[config.mk]
export PLATFORM = sky130hd
export DESIGN_NAME = stx_etx_frame_builder_unit
export DESIGN_NICKNAME = d
export VERILOG_FILES = /design/src/sv/sefb_pkg.sv /design/src/sv/stx_etx_frame_builder_unit.sv
export SDC_FILE = /design/constraint.sdc
export NUM_CORES = 1
export LEC_CHECK = 0
export BUFFER_PORTS_ARGS = -buffer_cell sky130_fd_sc_hd__buf_2
export CORE_MARGIN = 5
export CORE_UTILIZATION = 35
export DETAILED_ROUTE_END_ITERATION = 12
export GPL_TIMING_DRIVEN = 0
export PLACE_DENSITY = 0.55
export SLEW_MARGIN = 20
export SYNTH_ARGS = -nofsm -noshare
export SYNTH_HDL_FRONTEND = slang
export SYNTH_SLANG_ARGS = --single-unit
[constraint.sdc]
create_clock -name clk -period 10.4 [get_ports clk]
set_input_delay 2.08 -clock clk [delete_from_list [all_inputs] [get_ports clk]]
set_output_delay 2.08 -clock clk [all_outputs]
set_load 0.005 [all_outputs]
[src/sv/sefb_pkg.sv]
`default_nettype none

package sefb_pkg;

	// Framing control bytes.
	localparam logic [7:0] STX_BYTE = 8'h02;
	localparam logic [7:0] ETX_BYTE = 8'h03;
	localparam logic [7:0] DLE_BYTE = 8'h10;

	// One payload byte can cause at most eight framed bytes.
	localparam int MAX_RESULTS = 8;
	localparam int IDX_W = $clog2(MAX_RESULTS);
	localparam int CNT_W = $clog2(MAX_RESULTS + 1);

	typedef struct packed {
		logic [7:0] data_byte;
		logic       first_of_frame;
		logic       last_of_frame;
		logic [7:0] frame_length;
	} item_t;

	typedef struct packed {
		logic [7:0] out_byte;
		logic       run_end;
		logic       frame_end;
	} result_t;

	// True when a byte must be preceded by an escape byte.
	function automatic logic needs_escape(input logic [7:0] b);
		needs_escape = b inside {STX_BYTE, ETX_BYTE, DLE_BYTE};
	endfunction

endpackage

`default_nettype wire

[src/sv/stx_etx_frame_builder_unit.sv]
// Channel | Direction | Handshake                   | Beat
// item    | in        | item_valid / item_stall     | item_t: one payload byte and frame flags
// result  | out       | result_valid / result_stall | result_t: one byte of the framed stream
//
// Each item is registered, expanded combinationally into 1 to 8 framed bytes, and
// those bytes leave one per cycle from the result buffer while result_stall is low.
// The first result beat is presented once the item has passed the input register and
// been loaded into the result buffer; it holds the output until all its bytes are taken.
// The next item loads in the cycle its predecessor's final byte is taken.
// arst_n clears all control state and the running check; result_stall holds the
// current beat and backs up into item_stall once the input register is full.
`default_nettype none

module stx_etx_frame_builder_unit
	import sefb_pkg::*;
(
	input  wire logic    clk,
	input  wire logic    arst_n,
	input  wire logic    item_valid,
	output logic         item_stall,
	input  wire item_t   item,
	output logic         result_valid,
	input  wire logic    result_stall,
	output result_t      result
);

	// Input register.
	item_t             item_s1;
	logic              item_vld_s1;

	// Result buffer and the running check.
	logic [7:0]        buf_q [MAX_RESULTS];
	logic [CNT_W-1:0]  buf_cnt_q;
	logic [IDX_W-1:0]  buf_idx_q;
	logic              buf_etx_q;
	logic [7:0]        chk_q;

	logic              buf_last;
	logic              buf_take;
	logic              buf_done;
	logic              s1_move;
	logic [7:0]        chk_base;
	logic [7:0]        chk_next;
	logic [7:0]        lst [MAX_RESULTS];
	logic [CNT_W-1:0]  lst_cnt;

	// Handshake and buffer control.
	assign result_valid = (buf_cnt_q != '0);
	assign buf_last     = ({1'b0, buf_idx_q} == (buf_cnt_q - CNT_W'(1)));
	assign buf_take     = result_valid & ~result_stall;
	assign buf_done     = buf_take & buf_last;
	assign s1_move      = item_vld_s1 & (~result_valid | buf_done);
	assign item_stall   = item_vld_s1 & ~s1_move;

	assign result.out_byte  = buf_q[buf_idx_q];
	assign result.run_end   = buf_last;
	assign result.frame_end = buf_last & buf_etx_q;

	// Next check: seeded by the length on a frame start, then folded with data.
	assign chk_base = item_s1.first_of_frame ? item_s1.frame_length : chk_q;
	assign chk_next = chk_base ^ item_s1.data_byte;

	// Expand the registered item into its framed, escaped byte sequence.
	always_comb begin
		lst     = '{default: '0};
		lst_cnt = '0;
		if (item_s1.first_of_frame) begin
			lst[lst_cnt[IDX_W-1:0]] = STX_BYTE;
			lst_cnt = lst_cnt + CNT_W'(1);
			if (needs_escape(item_s1.frame_length)) begin
				lst[lst_cnt[IDX_W-1:0]] = DLE_BYTE;
				lst_cnt = lst_cnt + CNT_W'(1);
			end
			lst[lst_cnt[IDX_W-1:0]] = item_s1.frame_length;
			lst_cnt = lst_cnt + CNT_W'(1);
		end
		if (needs_escape(item_s1.data_byte)) begin
			lst[lst_cnt[IDX_W-1:0]] = DLE_BYTE;
			lst_cnt = lst_cnt + CNT_W'(1);
		end
		lst[lst_cnt[IDX_W-1:0]] = item_s1.data_byte;
		lst_cnt = lst_cnt + CNT_W'(1);
		if (item_s1.last_of_frame) begin
			if (needs_escape(chk_next)) begin
				lst[lst_cnt[IDX_W-1:0]] = DLE_BYTE;
				lst_cnt = lst_cnt + CNT_W'(1);
			end
			lst[lst_cnt[IDX_W-1:0]] = chk_next;
			lst_cnt = lst_cnt + CNT_W'(1);
			lst[lst_cnt[IDX_W-1:0]] = ETX_BYTE;
			lst_cnt = lst_cnt + CNT_W'(1);
		end
	end

	// Control state: register occupancy, buffer count and index, running check.
	always_ff @(posedge clk or negedge arst_n) begin
		if (!arst_n) begin
			item_vld_s1 <= 1'b0;
			buf_cnt_q   <= '0;
			buf_idx_q   <= '0;
			buf_etx_q   <= 1'b0;
			chk_q       <= '0;
		end else begin
			if (item_valid && !item_stall) begin
				item_vld_s1 <= 1'b1;
			end else if (s1_move) begin
				item_vld_s1 <= 1'b0;
			end
			if (s1_move) begin
				buf_cnt_q <= lst_cnt;
				buf_idx_q <= '0;
				buf_etx_q <= item_s1.last_of_frame;
				chk_q     <= chk_next;
			end else if (buf_done) begin
				buf_cnt_q <= '0;
			end else if (buf_take) begin
				buf_idx_q <= buf_idx_q + IDX_W'(1);
			end
		end
	end

	// Payload registers.
	always_ff @(posedge clk) begin
		if (item_valid && !item_stall) begin
			item_s1 <= item;
		end
		if (s1_move) begin
			buf_q <= lst;
		end
	end

	// The read index always points inside the loaded sequence.
	a_idx_in_range: assert property (@(posedge clk) disable iff (!arst_n)
		result_valid |-> ({1'b0, buf_idx_q} < buf_cnt_q) && (buf_cnt_q <= CNT_W'(MAX_RESULTS)))
		else $error("result buffer index outside loaded sequence");

	// A frame end beat is the closing byte and the last beat of its item.
	a_frame_end: assert property (@(posedge clk) disable iff (!arst_n)
		result_valid && result.frame_end |-> result.run_end && (result.out_byte == ETX_BYTE))
		else $error("frame end beat is not a final closing byte");

	// Loading a new sequence updates the check to the folded value.
	a_chk_update: assert property (@(posedge clk) disable iff (!arst_n)
		s1_move |=> chk_q == $past(chk_next))
		else $error("running check not updated on load");

	// The buffer never holds an empty sequence after a load.
	a_load_nonempty: assert property (@(posedge clk) disable iff (!arst_n)
		s1_move |=> result_valid)
		else $error("loaded sequence is empty");

endmodule

`default_nettype wire

==> results by stage, run 1 <==
Outcome:
- The flow ran to the end, and the final reports show no timing, DRC or antenna violations.

Global route:
- The total track usage is a little under a fifth.
- After global routing, the most crowded layer is met2.
- Global routing used about 28% of the available met2 tracks.
- Summed over all layers, the global routing overflow is 0.
- Entering global routing, the biggest net connects 47 pins.
- For met3 alone, demand over resource in global routing was 4.435%.
- Global routing consumed, on the met1 layer, 25.40% of the routing resources.
- The initial antenna violation count is 0.
- The wire length of the first global-routing pass is 27.51 mm.
- The via count of the first global-routing pass is 4490.

Worst setup path:
- The type of destination of the critical path is a register.
- The kind of critical path is register to register.
- Data on the critical path arrives at its endpoint at roughly 5400 ps.
- The worst setup slack for register-to-register paths is 5120 ps.
- At the worst endpoint, the required time is 10470 ps.
- The worst-case reg-to-reg path depth is 14.
- The type of element launching the critical path is a register.
- The largest fanout on the critical path is 10.

CTS:
- The tree built by TritonCTS fans out to 99 sinks.
- Buffers inserted to repair hold after CTS numbered 0.
- The number of buffers created by CTS is 9.
- After clock tree synthesis, the clock-pin slew on the worst setup and hold paths is 70 ps.
- TritonCTS built the clock tree.
- The later pin in the worst-skew pair is clocked with a latency of between 300 and 400 ps.
- The clock passes through at most 2 buffers.
- In this run, post-CTS repair resized a total of 0 instances.
- The number of setup buffers added after CTS is 0.
- The H-tree level count is 3.
- The root buffer cell chosen for the clock tree is sky130_fd_sc_hd__clkbuf_16.

Yosys:
- The top flip-flop cell by instance count after synthesis is sky130_fd_sc_hd__edfxtp_1.
- Sequential cells were found to cover 47.36% of the synthesized design area.
- After synthesis, the mean cell area works out to 11.82 um^2.
- The post-synthesis cell area is 6097 um^2.
- In this run, synthesis produced a sequential element count of 99.
- The count of distinct cell types in the synthesized netlist is 76.
- The proportion of register bits with asynchronous set or reset after synthesis is 17.17%.
- The total of warnings raised by yosys is 0.
- The cell count after synthesis came out at 516.
- The number of nets produced by synthesis is approximately 550.
- The synthesized design contains 82 enable-type register cells.

Final layout:
- The fraction of final layout cells sized beyond drive strength 1 is 24.20%.
- The count of cells in the finished layout, fillers not included, comes to about 790.
- After the last flow step, the layout net total stands at 591.
- From synthesis to final layout, the design area changed by 12.95%.
- The number of antenna repair diodes is 0.

Job:
- Across the run, the number of max-cap violations was 0.

Pwr:
- The share of power burned in combinational logic is between 50% and 60%.
- Power comes to approximately 2.2 mW.
- The fraction of power consumed by sequential logic is 33.9%.
- The reported net switching power is 0.9530 mW.
- Net switching is 43.23% of the power.
- VDD sags by at most 0.0001551 V.
- The cell area power density is 320.1 nW/um^2.
- Per report_power, the clock group accounts for 14.6% of the total.
- The leakage power is 2.526 nW.
- Cell internal power was estimated by the tool at 1.251 mW.

STA:
- Between clock sinks in the finished design, the worst skew comes to approximately 5.1 ps.
- The worst path needs 5277 ps of the cycle, external delays included.
- The maximum frequency from static timing analysis is 0.1895 GHz.
- Measured against its own limit, the worst slew margin works out to 24.09%.
- Setup repair after global routing left no endpoint under its margin.
- The number of max-slew violations in the final report is 0.
- Setup violations remaining at the end of the flow were counted as 0.
- The least setup slack across all paths after layout is 5123 ps.
- For the pin with the worst max-slew slack, the measured transition is roughly 1100 ps.
- The accumulated negative setup slack is 0 ps.
- The final-layout worst hold slack is 482.9 ps.
- The hold violation total from the final report is 0.
- The part of the cycle the worst path needs is 50.74%.

Detailed routing:
- The number of optimization iterations in the first detailed-route pass is 5.
- For this block, the routed nets add up to ~18 mm of wire.
- The detail route stage leaves a number of antenna-violating nets equal to 0.
- The detailed-route DRC error count is 0.
- The average routed wire per standard cell is about 23 um.
- In the routed layout, each cell is associated on average with a via count of roughly 5.8.
- After the first detailed-routing iteration, the DRC count stood at 376.
- The final route contains 4561 vias.

Floorplan:
- The die is 142.0 um tall.
- The initialized floorplan defines between 40 and 50 standard-cell rows.
- The initial cell density of the core is 35.50%.
- The die outline area is ~20000 um^2.
- The area of the core is 17180 um^2.
- The die boundary width is 142.0 um.
- 34 I/O pins were placed.

Placed design:
- Including well taps, the total number of placed cells is 775.
- Summed over all nets, the half-perimeter wirelength after detailed placement is 13.25 mm.
- In this run the tool buffered the top-level ports with 33 buffer cells.
- The final RePlAce weighted congestion is between 1 and 1.5.
- The setup slack at placement is 5165 ps.

Min path:
- The min-delay analysis places its worst path in the category register to register.
- Along the worst hold path, the cell count comes to 2.
-- power groups by stage --
| stage | logic (mW) | registers [mW] | clock network [mW] |
|---|---|---|---|
| 5_1_grt | 1.22 | 0.766 | 0.346 |
| 2_1_floorplan | 0.770 | 0.737 | 0 |
| 3_3_place_gp | 1.10 | 0.754 | 0 |
| 4_1_cts | 1.14 | 0.749 | 0.333 |
| 6_report | 1.14 | 0.747 | 0.322 |
| 3_5_place_dp | 1.14 | 0.758 | 0 |
-- stage by stage --
| step | util, % | area, um^2 |
|---|---|---|
| 2_1_floorplan | - | 6097 |
| 3_3_place_gp | 38.10 | 6544 |
| 3_5_place_dp | 38.36 | 6589 |
| 4_1_cts | 40.05 | 6879 |
| 5_1_grt | 40.09 | 6887 |
| 6_report | 40.09 | 6887 |
-- flip-flops by register name, indices dropped and copies added (netlist names) --
register,flops
buf_cnt_q,4
buf_idx_q,3
item_vld_s1,1
chk_q,8
item_s1,18
buf_q,64
buf_etx_q,1
-- cells in the final DEF, fill, tap and decap left out, types with 5 or more instances in the layout --
master	netlist	final
sky130_fd_sc_hd__edfxtp_1	82	82
sky130_fd_sc_hd__nand2_1	46	46
sky130_fd_sc_hd__nor2_1	43	43
sky130_fd_sc_hd__buf_2	6	39
sky130_fd_sc_hd__a21oi_1	25	25
sky130_fd_sc_hd__nand3_1	22	22
sky130_fd_sc_hd__a22oi_1	21	21
sky130_fd_sc_hd__dfrtp_1	17	17
sky130_fd_sc_hd__clkbuf_1	16	16
sky130_fd_sc_hd__mux4_2	16	16
sky130_fd_sc_hd__nor3_1	15	15
sky130_fd_sc_hd__inv_1	16	15
sky130_fd_sc_hd__o21ai_0	14	14
sky130_fd_sc_hd__mux2_2	12	12
sky130_fd_sc_hd__xnor2_2	5	9
sky130_fd_sc_hd__a22o_1	9	9
sky130_fd_sc_hd__clkbuf_16	0	9
sky130_fd_sc_hd__mux2i_1	8	8
sky130_fd_sc_hd__xor2_1	8	8
sky130_fd_sc_hd__nor3_2	7	7
sky130_fd_sc_hd__ha_1	7	7
sky130_fd_sc_hd__a211o_1	6	6
sky130_fd_sc_hd__a221o_1	6	6
sky130_fd_sc_hd__nand3b_1	6	6
sky130_fd_sc_hd__nor3_4	5	5
sky130_fd_sc_hd__a31oi_1	5	5
sky130_fd_sc_hd__o22ai_1	5	5
-- Yosys cell counts (all sizes together), types with 3 or more instances --
cell type / count / area, um^2
dfrtp: 17 / 425.4
and3: 3 / 18.77
a31oi: 8 / 68.82
a311oi: 3 / 32.53
o21ai: 18 / 97.60
o211a: 4 / 47.55
mux4: 16 / 360.4
mux2: 12 / 135.1
a221o: 6 / 60.06
o211ai: 6 / 63.81
xor2: 10 / 102.6
nand3: 25 / 140.1
mux2i: 12 / 170.2
buf: 12 / 80.08
clkbuf: 16 / 60.06
nor4: 4 / 46.29
xnor2: 14 / 178.9
a22o: 9 / 78.83
inv: 18 / 70.07
o22ai: 5 / 31.28
a21oi: 25 / 125.1
ha: 7 / 87.58
nand2: 47 / 178.9
nand3b: 6 / 45.04
edfxtp: 82 / 2462
o31ai: 3 / 27.52
a211o: 6 / 52.55
a22oi: 21 / 157.7
nor3: 27 / 226.5
nor2: 43 / 161.4
nand4: 3 / 33.78
-- final timing paths --
check | startpoint | end
max | item_s1[12]$_DFFE_PP_ | buf_q[35]$_DFFE_PP_
min | chk_q[0]$_DFFE_PN0P_ | chk_q[0]$_DFFE_PN0P_
max reg2reg | item_s1[12]$_DFFE_PP_ | buf_q[35]$_DFFE_PP_
min reg2reg | chk_q[0]$_DFFE_PN0P_ | chk_q[0]$_DFFE_PN0P_
max in group asynchronous | arst_n | item_vld_s1$_DFFE_PN0P_
min in group asynchronous | arst_n | chk_q[7]$_DFFE_PN0P_
-- per-layer routing --
layer | share of wire, % | routed length [um]
met1 | 46 | 8247
met2 | 46 | 8335
met3 | 4.7 | 857
met4 | 3.4 | 623
met5 | 0 | 0
-- cell type report --
type	count	area, um^2
clock inverter	7	65.06
tap	225	281.5
multi-input combinational	370	3025
buffer	28	140.1
inverter	19	76.32
sequential	99	2888
timing repair buffer	34	185.2
fill	1696	10290
clock buffer	9	225.2
-- cells by family (layout without fill, tap and decap cells) --
kind of cell | Yosys count | after routing | share of synthesized area (%)
flip-flops | 99 | 99 | 47.36
AO/OA/AOI/OAI | 128 | 128 | 15.99
buffers and inverters | 47 | 97 | 3.509
multiplexers | 40 | 40 | 10.92
adder cells (fa/ha/maj) | 8 | 8 | 1.765
XOR/XNOR | 26 | 26 | 5.356
AND/OR/NAND/NOR | 168 | 168 | 15.10
-- critical path, cell delays in order, from the launching register on --
cell,delay (ps)
sky130_fd_sc_hd__edfxtp_1,430
sky130_fd_sc_hd__clkbuf_1,360
sky130_fd_sc_hd__nor3_1,340
sky130_fd_sc_hd__o211ai_2,270
sky130_fd_sc_hd__o21ai_1,460
sky130_fd_sc_hd__inv_2,160
sky130_fd_sc_hd__fa_1,560
sky130_fd_sc_hd__inv_1,140
sky130_fd_sc_hd__xnor2_4,460
sky130_fd_sc_hd__inv_4,160
sky130_fd_sc_hd__ha_1,310
sky130_fd_sc_hd__buf_1,430
sky130_fd_sc_hd__nand2_1,200
sky130_fd_sc_hd__nor2_1,570
sky130_fd_sc_hd__a21oi_1,120
Note: power is estimated with default switching activity, not from simulation.
==> run 2, diff against run 1 <==
Clock period 10.4 ns to 5 ns, I/O delays scaled along.
==> run 2 against run 1 <==
Net effect:
- die area is the same
- routed wire length shrank 0.23%
- sequential power grew 110%
==> results by stage, run 2 (same netlist as run 1, synthesis figures left out) <==
Detailed routing:
- The average routed wire per standard cell is 22.81 um.
- In the routed layout, each cell is associated on average with a via count of about 5.7.
- The met3 wire length is 1.070 mm.
- Wires add up to roughly 18 mm.
- In the final routing, the length of wire on met1 measures 8.076 mm.
- The first TritonRoute pass finished after 5 iterations.
- The count of nets left with antenna violations after detail routing is 0.
- Summed over all nets, wire length on met2 after detailed routing comes to 8.334 mm.
- After the first detailed-routing iteration, the DRC count stood at 357.
- The detailed router placed 4527 vias in this run.
- The uppermost layer routed is met4.
- The detailed-route DRC error count is 0.

Pwr:
- Power spread over the standard cell area amounts to 666.0 nW/um^2.
- For this design the static power due to leakage is 2.530 nW.
- The design draws 4.599 mW.
- The worst ir drop on vdd is 0.0003299 V.

Final layout:
- The leading cell type in the layout, fill and taps excluded is sky130_fd_sc_hd__edfxtp_1.
- The repair_antennas step left the layout with diodes totalling 0.
- The flip-flop count of the largest register, all copies and words added is 64.
- Relative to the synthesized area, the layout overhead comes to 13.26%.
- The finished layout holds 790 standard cells, fillers aside.
- The area taken by multi-input logic gates is about 3000 um^2.
- The sequential cells in the finished layout cover a total of 2888 um^2.
- With fillers left out, the area of the finished cells amounts to 6905 um^2.
- The post-route netlist has 25.13% of its cells at a drive strength greater than 1.
- Leaving out fill and tap cells, the most frequent cells in the layout are sky130_fd_sc_hd__edfxtp_1 (82), sky130_fd_sc_hd__nand2_1 (46), sky130_fd_sc_hd__nor2_1 (40), sky130_fd_sc_hd__buf_2 (39), sky130_fd_sc_hd__a21oi_1 (25).
- Fill cells in the final layout number 1688.
- The largest registers in the layout are buf_q x64, item_s1 x18, chk_q x8.
- For this run, the post-layout net count is 590.
- The register with the highest flop count is buf_q.
- Measured on the finished design, the core utilization comes to 40.20%.

Floorplan:
- The number of rows in the core area is 48.
- The die outline area is 20160 um^2.
- After floorplanning, the core was sized to cover 17180 um^2.
- The vertical die dimension is 142.0 um.
- 34 I/O pins were placed.
- The floorplan step set the die width to 142.0 um.
- The initial cell density of the core is 35.50%.

Placed design:
- The detailed placer's ending HPWL is 13.25 mm.
- Including well taps, the total number of placed cells is 775.
- The total cell area at the placement stage is roughly 6600 um^2.
- The number of buffers inserted by port buffering is 33.
- The congestion estimate from routability-driven global placement came to 1.009.
- Prior to clock tree synthesis, the placed netlist has a worst setup slack of -235.2 ps.

STA:
- Between clock sinks in the finished design, the worst skew comes to 4.965 ps.
- Setup repair after global routing left no endpoint under its margin.
- At the pin with the least slew margin, the transition time is around 1100 ps.
- After layout, the worst path uses approximately 95% of the clock period.
- The number of max-slew violations in the final report is 0.
- Setup violations remaining at the end of the flow were counted as 0.
- The worst path in the final design needs a cycle of 4750 ps, including I/O delays and setup.
- Static timing analysis puts the maximum clock frequency at 0.2105 GHz.
- For the final routed database, the setup TNS stands at 0 ps.
- Setup slack closes at 250.2 ps.
- The hold violation total from the final report is 0.
- The tightest slew margin relative to the limit is 24.59%.
- The final-layout worst hold slack is 483.2 ps.

Worst setup path:
- The type of element launching the critical path is a register.
- In this run the critical register-to-register path is launched from item_s1[12]$_DFFE_PP_.
- The kind of critical path is register to register.
- The worst path required time is between 5000 and 6000 ps.
- The worst setup slack for register-to-register paths is approximately 250 ps.
- In this run the worst path has a maximum fanout of 11.
- STA classifies the critical path endpoint as a register.
- Measured in cells, the most critical reg-to-reg path has a length of 13.
- The reg-to-reg endpoint is buf_q[54]$_DFFE_PP_.
- Data on the critical path arrives at its endpoint at 4800 ps.
- The critical path starts at item_s1[12]$_DFFE_PP_.

CTS:
- The H-tree level count is 3.
- The TritonCTS clock tree is built.
- The clock slew at the register clock pins of the worst setup and hold paths is roughly 70 ps.
- The clock passes through at most 2 buffers.
- The number of buffers created by CTS is 9.
- The number of hold-repair buffers added at the cts stage is 0.
- The clock tree root buffer cell is sky130_fd_sc_hd__clkbuf_16.
- The total number of clock tree sinks is 99.
- For the worst-skew pair, the clock arrives at the later sink with an insertion delay of roughly 360 ps.

Min path:
- The number of cells on the worst hold path is 2.
- The startpoint identified for the worst hold timing path is chk_q[0]$_DFFE_PN0P_.
- The worst hold path terminates at chk_q[0]$_DFFE_PN0P_.
- The path category of the worst min-delay check is register to register.

Global route:
- The wire length of the first global-routing pass is 27.51 mm.
- After global routing the overflow that remains totals 0.
- The total track usage is 18.46%.
- The initial antenna violation count came to 0.
- The via count of the first global-routing pass is 4491.
- The largest net degree at the start of global routing is 47.

Outcome:
- The run finished with clean final reports.

Job:
- The max-cap violation count is 0.
## run 2: cell types whose count changed in the layout (fill, tap and decap cells not counted), sizes merged
| cell | delta |
|---|---|
| clkbuf | -2 |
| buf | +1 |
## run 2: worst max path at each step
| stage | to | slack (ps) | depth (start not counted) |
|---|---|---|---|
| 6_report | buf_q[54]$_DFFE_PP_ | 250 | 13 |
| 5_1_grt | buf_q[55]$_DFFE_PP_ | 50 | 14 |
| 4_1_cts | buf_q[55]$_DFFE_PP_ | 8 | 14 |
| 3_5_place_dp | buf_q[35]$_DFFE_PP_ | -240 | 14 |
| 3_3_place_gp | buf_q[39]$_DFFE_PP_ | -200 | 14 |
| 2_1_floorplan | buf_q[54]$_DFFE_PP_ | 910 | 14 |
## run 2: routing by layer
| layer | vias up | global-route usage, % |
|---|---|---|
| met3 | 32 | 4.301 |
| met5 | - | 0 |
| met1 | 2256 | 25.40 |
| met2 | 156 | 28.35 |
| met4 | 0 | 7.323 |
| li1 | 2083 | - |
## run 2: final cells by class
class,count,share of cell area (%)
Buffer,26,1.921
Clock buffer,9,3.261
Clock inverter,7,0.9422
Inverter,19,1.105
Multi-Input combinational cell,370,44.08
Sequential cell,99,41.82
Tap cell,225,4.077
Timing Repair Buffer,35,2.790
## run 2: critical path: stages, from the launching register on
cell	delay [ps]
sky130_fd_sc_hd__edfxtp_1	670
sky130_fd_sc_hd__nor3_1	340
sky130_fd_sc_hd__o211ai_2	300
sky130_fd_sc_hd__o21ai_4	300
sky130_fd_sc_hd__inv_2	120
sky130_fd_sc_hd__fa_1	540
sky130_fd_sc_hd__inv_1	140
sky130_fd_sc_hd__xnor2_4	340
sky130_fd_sc_hd__inv_4	140
sky130_fd_sc_hd__ha_1	260
sky130_fd_sc_hd__xnor3_1	500
sky130_fd_sc_hd__or3_1	440
sky130_fd_sc_hd__nand2_2	150
sky130_fd_sc_hd__o22ai_1	180
## run 2: report_power, final
part / switching [mW] / internal (mW) / total [mW]
sequential: 0.168 / 1.41 / 1.57
combinational: 1.50 / 0.856 / 2.36
clock: 0.322 / 0.346 / 0.667
## run 2: timing repair
item                                    4_1_cts  5_1_grt
gates resized for setup                       4        1
buffers inserted                              0        1
pin swaps                                     1        1
endpoints found under the setup margin       48       63
==> run 3, diff against run 2 <==
Settings changed: CELL_PAD_IN_SITES_DETAIL_PLACEMENT from default to 1, CELL_PAD_IN_SITES_GLOBAL_PLACEMENT from default to 1, PLACE_DENSITY 0.55 to 0.63.
==> run 3 against run 2 <==
Net effect:
- clock skew grew 2.6 ps
- critical path depth grew 1
- clock-buffer cell count grew 1
- global-route usage grew 1.2 points
- highest routed layer unchanged
- worst hold slack gained 5.5 ps
- sequential share of layout area shrank 0.098 points
- critical endpoint unchanged
- critical path type unchanged
- maximum frequency shrank 2.0%
- final cell count grew 0.13%
==> results by stage, run 3 (same netlist as run 1, synthesis figures left out) <==
Worst setup path:
- In this design, the stage delay of the slowest critical-path cell is 550 ps.
- The largest fanout on the critical path is 10.
- The launching point of the worst reg2reg path is item_s1[12]$_DFFE_PP_.
- The critical path goes through clkbuf_1 -> nor3_1 -> o211ai_2 -> o21ai_2 -> inv_2 -> fa_1 -> inv_1 -> xnor2_4 -> inv_4 -> ha_1 -> xnor3_1 -> or3_1 -> nand2_2 -> o22ai_1.
- In this run the register-to-register setup slack is 150 ps.
- The arrival time reported for the critical path endpoint is 4910 ps.
- The worst-case reg-to-reg path depth is 14.
- By startpoint and endpoint, the worst setup path is classified as register to register.
- The worst path required time is roughly 5100 ps.
- In this run the worst setup path begins at item_s1[12]$_DFFE_PP_.
- The type of element launching the critical path is a register.
- On the critical path, the stage with the largest delay is an instance of sky130_fd_sc_hd__fa_1.
- The type of destination of the critical path is a register.

STA:
- The part of the cycle the worst path needs is between 90% and 100%.
- Across the routed clock network, the largest skew measured is between 7 and 8 ps.
- The transition time at the pin with the least slew margin is 1125 ps.
- The hold violation total from the final report is 0.
- The worst pin sits at a relative slew slack of 24.45%.
- Setup repair after global routing left no endpoint under its margin.
- The number of max-slew violations in the final report is 0.
- The maximum frequency from static timing analysis is just over 0.2 GHz.
- The final-report setup violation count is 0.
- The clock period minus worst slack is between 4000 and 5000 ps.

Final layout:
- The largest registers in the layout are buf_q x64, item_s1 x18, chk_q x8.
- The number of antenna repair diodes is 0.
- The register with the most flip-flops in the layout has 64 of them.
- The leading cell type in the layout, fill and taps excluded is sky130_fd_sc_hd__edfxtp_1.
- After the last flow step, the layout net total stands at 591.
- The fraction of the core area covered by cells at the end of the flow is 40.30%.
- The fraction of final layout cells sized beyond drive strength 1 is approximately 25%.
- The number of non-filler instances in the completed layout is slightly below 800.
- After routing the design area is 6922 um^2.
- The register with the highest flop count is buf_q.
- In the layout the commonest cells are sky130_fd_sc_hd__edfxtp_1 (82), sky130_fd_sc_hd__nand2_1 (46), sky130_fd_sc_hd__nor2_1 (40), sky130_fd_sc_hd__buf_2 (39), sky130_fd_sc_hd__a21oi_1 (25).
- Relative to the synthesized area, the layout overhead comes to 13.52%.

Detailed routing:
- The count of nets left with antenna violations after detail routing is 0.
- For this run, the detailed router's first-pass iteration total came to 4.
- The number of DRC markers after the initial detailed-route iteration is approximately 330.
- Summed over all layers, the routed wires come to 19.17 mm.
- Using the TritonRoute via totals, the vias-per-cell ratio works out to 5.794.
- The average routed wire per standard cell is 24.24 um.
- After detailed routing, the number of remaining DRC violations is 0.
- The detailed router placed 4583 vias in this run.

Placed design:
- The number of buffers inserted by port buffering is 33.
- The detailed placer's ending HPWL is 13.98 mm.
- The final RePlAce weighted congestion is 0.9155.
- The count of placed standard cells including taps is 775.
- The total cell area at the placement stage is around 6600 um^2.

Global route:
- After global routing the overflow that remains totals 0.
- The total track usage is between 10% and 20%.
- The initial antenna violation count is 0.
- The via count of the first global-routing pass is 4863.
- The largest net degree at the start of global routing is 63.
- The first global-routing pass estimated about 30 mm of wire.

Pwr:
- The power share of the clock group is between 10% and 20%.
- The share of power burned in combinational logic is 51.4%.
- In this run switching power makes up 43.25% of total power.
- The internal power of the cells totals 2.671 mW.
- The leakage power is 2.542 nW.
- Summed over all nets, the switching power comes to 2.036 mW.
- The fraction of power consumed by sequential logic is 33.3%.
- The cell area power density is 680.1 nW/um^2.
- IR analysis of the VDD net gives a maximum drop of 0.0002811 V.

CTS:
- Clock tree synthesis selected as its root buffer the cell sky130_fd_sc_hd__clkbuf_16.
- The maximum count of clock buffers along a single path is 2.
- The H-tree level count is 3.
- The insertion delay to the later sink of the worst-skew pair is 360 ps.
- The total number of clock tree sinks is between 90 and 100.
- Clock-pin slew was measured on the worst setup and hold paths at 70 ps.
- After clock tree synthesis, the flow added hold-fix buffers numbering 0.
- The number of buffers created by CTS is 9.
- The TritonCTS clock tree is built.

Floorplan:
- The core region is 17180 um^2.
- For this configuration, the core starts out at a cell density of 35.50%.
- The number of ports placed on the die boundary is 34.
- The floorplan step defined a die boundary enclosing 20160 um^2.
- The vertical die dimension is 142.0 um.
- The floorplan step set the die width to 142.0 um.
- The number of rows in the core area is 48.

Outcome:
- The flow ran to the end, and the final reports show no timing, DRC or antenna violations.

Min path:
- The critical hold path startpoint is chk_q[0]$_DFFE_PN0P_.
- The worst hold path passes through 2 cells.
- The path category of the worst min-delay check is register to register.

Job:
- The max-cap violation count is 0.
## run 3: final cells by class
cell class,instances,area (um^2)
Tap cell,225,281.5
Timing Repair Buffer,35,200.2
Inverter,19,76.32
Buffer,27,136.4
Multi-Input combinational cell,370,3037
Fill cell,1902,10250
Sequential cell,99,2888
Clock inverter,6,73.82
Clock buffer,10,229.0
## run 3: final timing paths
kind                                        end
min in group asynchronous  chk_q[0]$_DFFE_PN0P_
max in group asynchronous  chk_q[4]$_DFFE_PN0P_
max                         buf_q[54]$_DFFE_PP_
min                        chk_q[0]$_DFFE_PN0P_
min reg2reg                chk_q[0]$_DFFE_PN0P_
max reg2reg                 buf_q[54]$_DFFE_PP_
## run 3: power by group through the flow
stage	clock, mW	combinational (mW)	sequential [mW]
finish	0.719	2.42	1.57
global route	0.772	2.60	1.60
CTS	0.736	2.43	1.57
detailed placement	0	2.41	1.59
global placement	0	2.30	1.58
floorplan	0	1.60	1.53
## run 3: worst max-delay path: cells and delay by family (launching register included)
kind	cells	cell delay, ps
AOI/OAI and AO/OA	3	800
xor gates and xnor gates	2	740
adders and majority gates	2	790
buffers and inverters	4	760
DFF	1	430
and+or+nand+nor	3	1000
## run 3: timing repair
item | 4_1_cts | 5_1_grt
endpoints found under the setup margin | 62 | 0
gates resized for setup | 4 | 0
setup buffers | 1 | 0
## run 3: per-stage QoR
step	total power, mW	setup WS (ps)	hold slack, ps	TNS (ps)
floorplan	3.135	909.9	441.8	0
global placement	3.880	-154.4	464.8	-1670
detailed placement	3.999	-411.2	477.3	-12340
CTS	4.740	225.9	493.6	0
global route	4.971	6.893	505.0	0
finish	4.707	152.3	488.7	0
## run 3: routing by layer
metal  GRT usage (%)  vias to the layer above  share of wire [%]
met5               0                        -                  0
met4           6.111                        0                2.4
met3           2.957                       28                4.6
met2           32.70                      148                 49
met1           26.66                     2329                 44
li1                -                     2078                  -
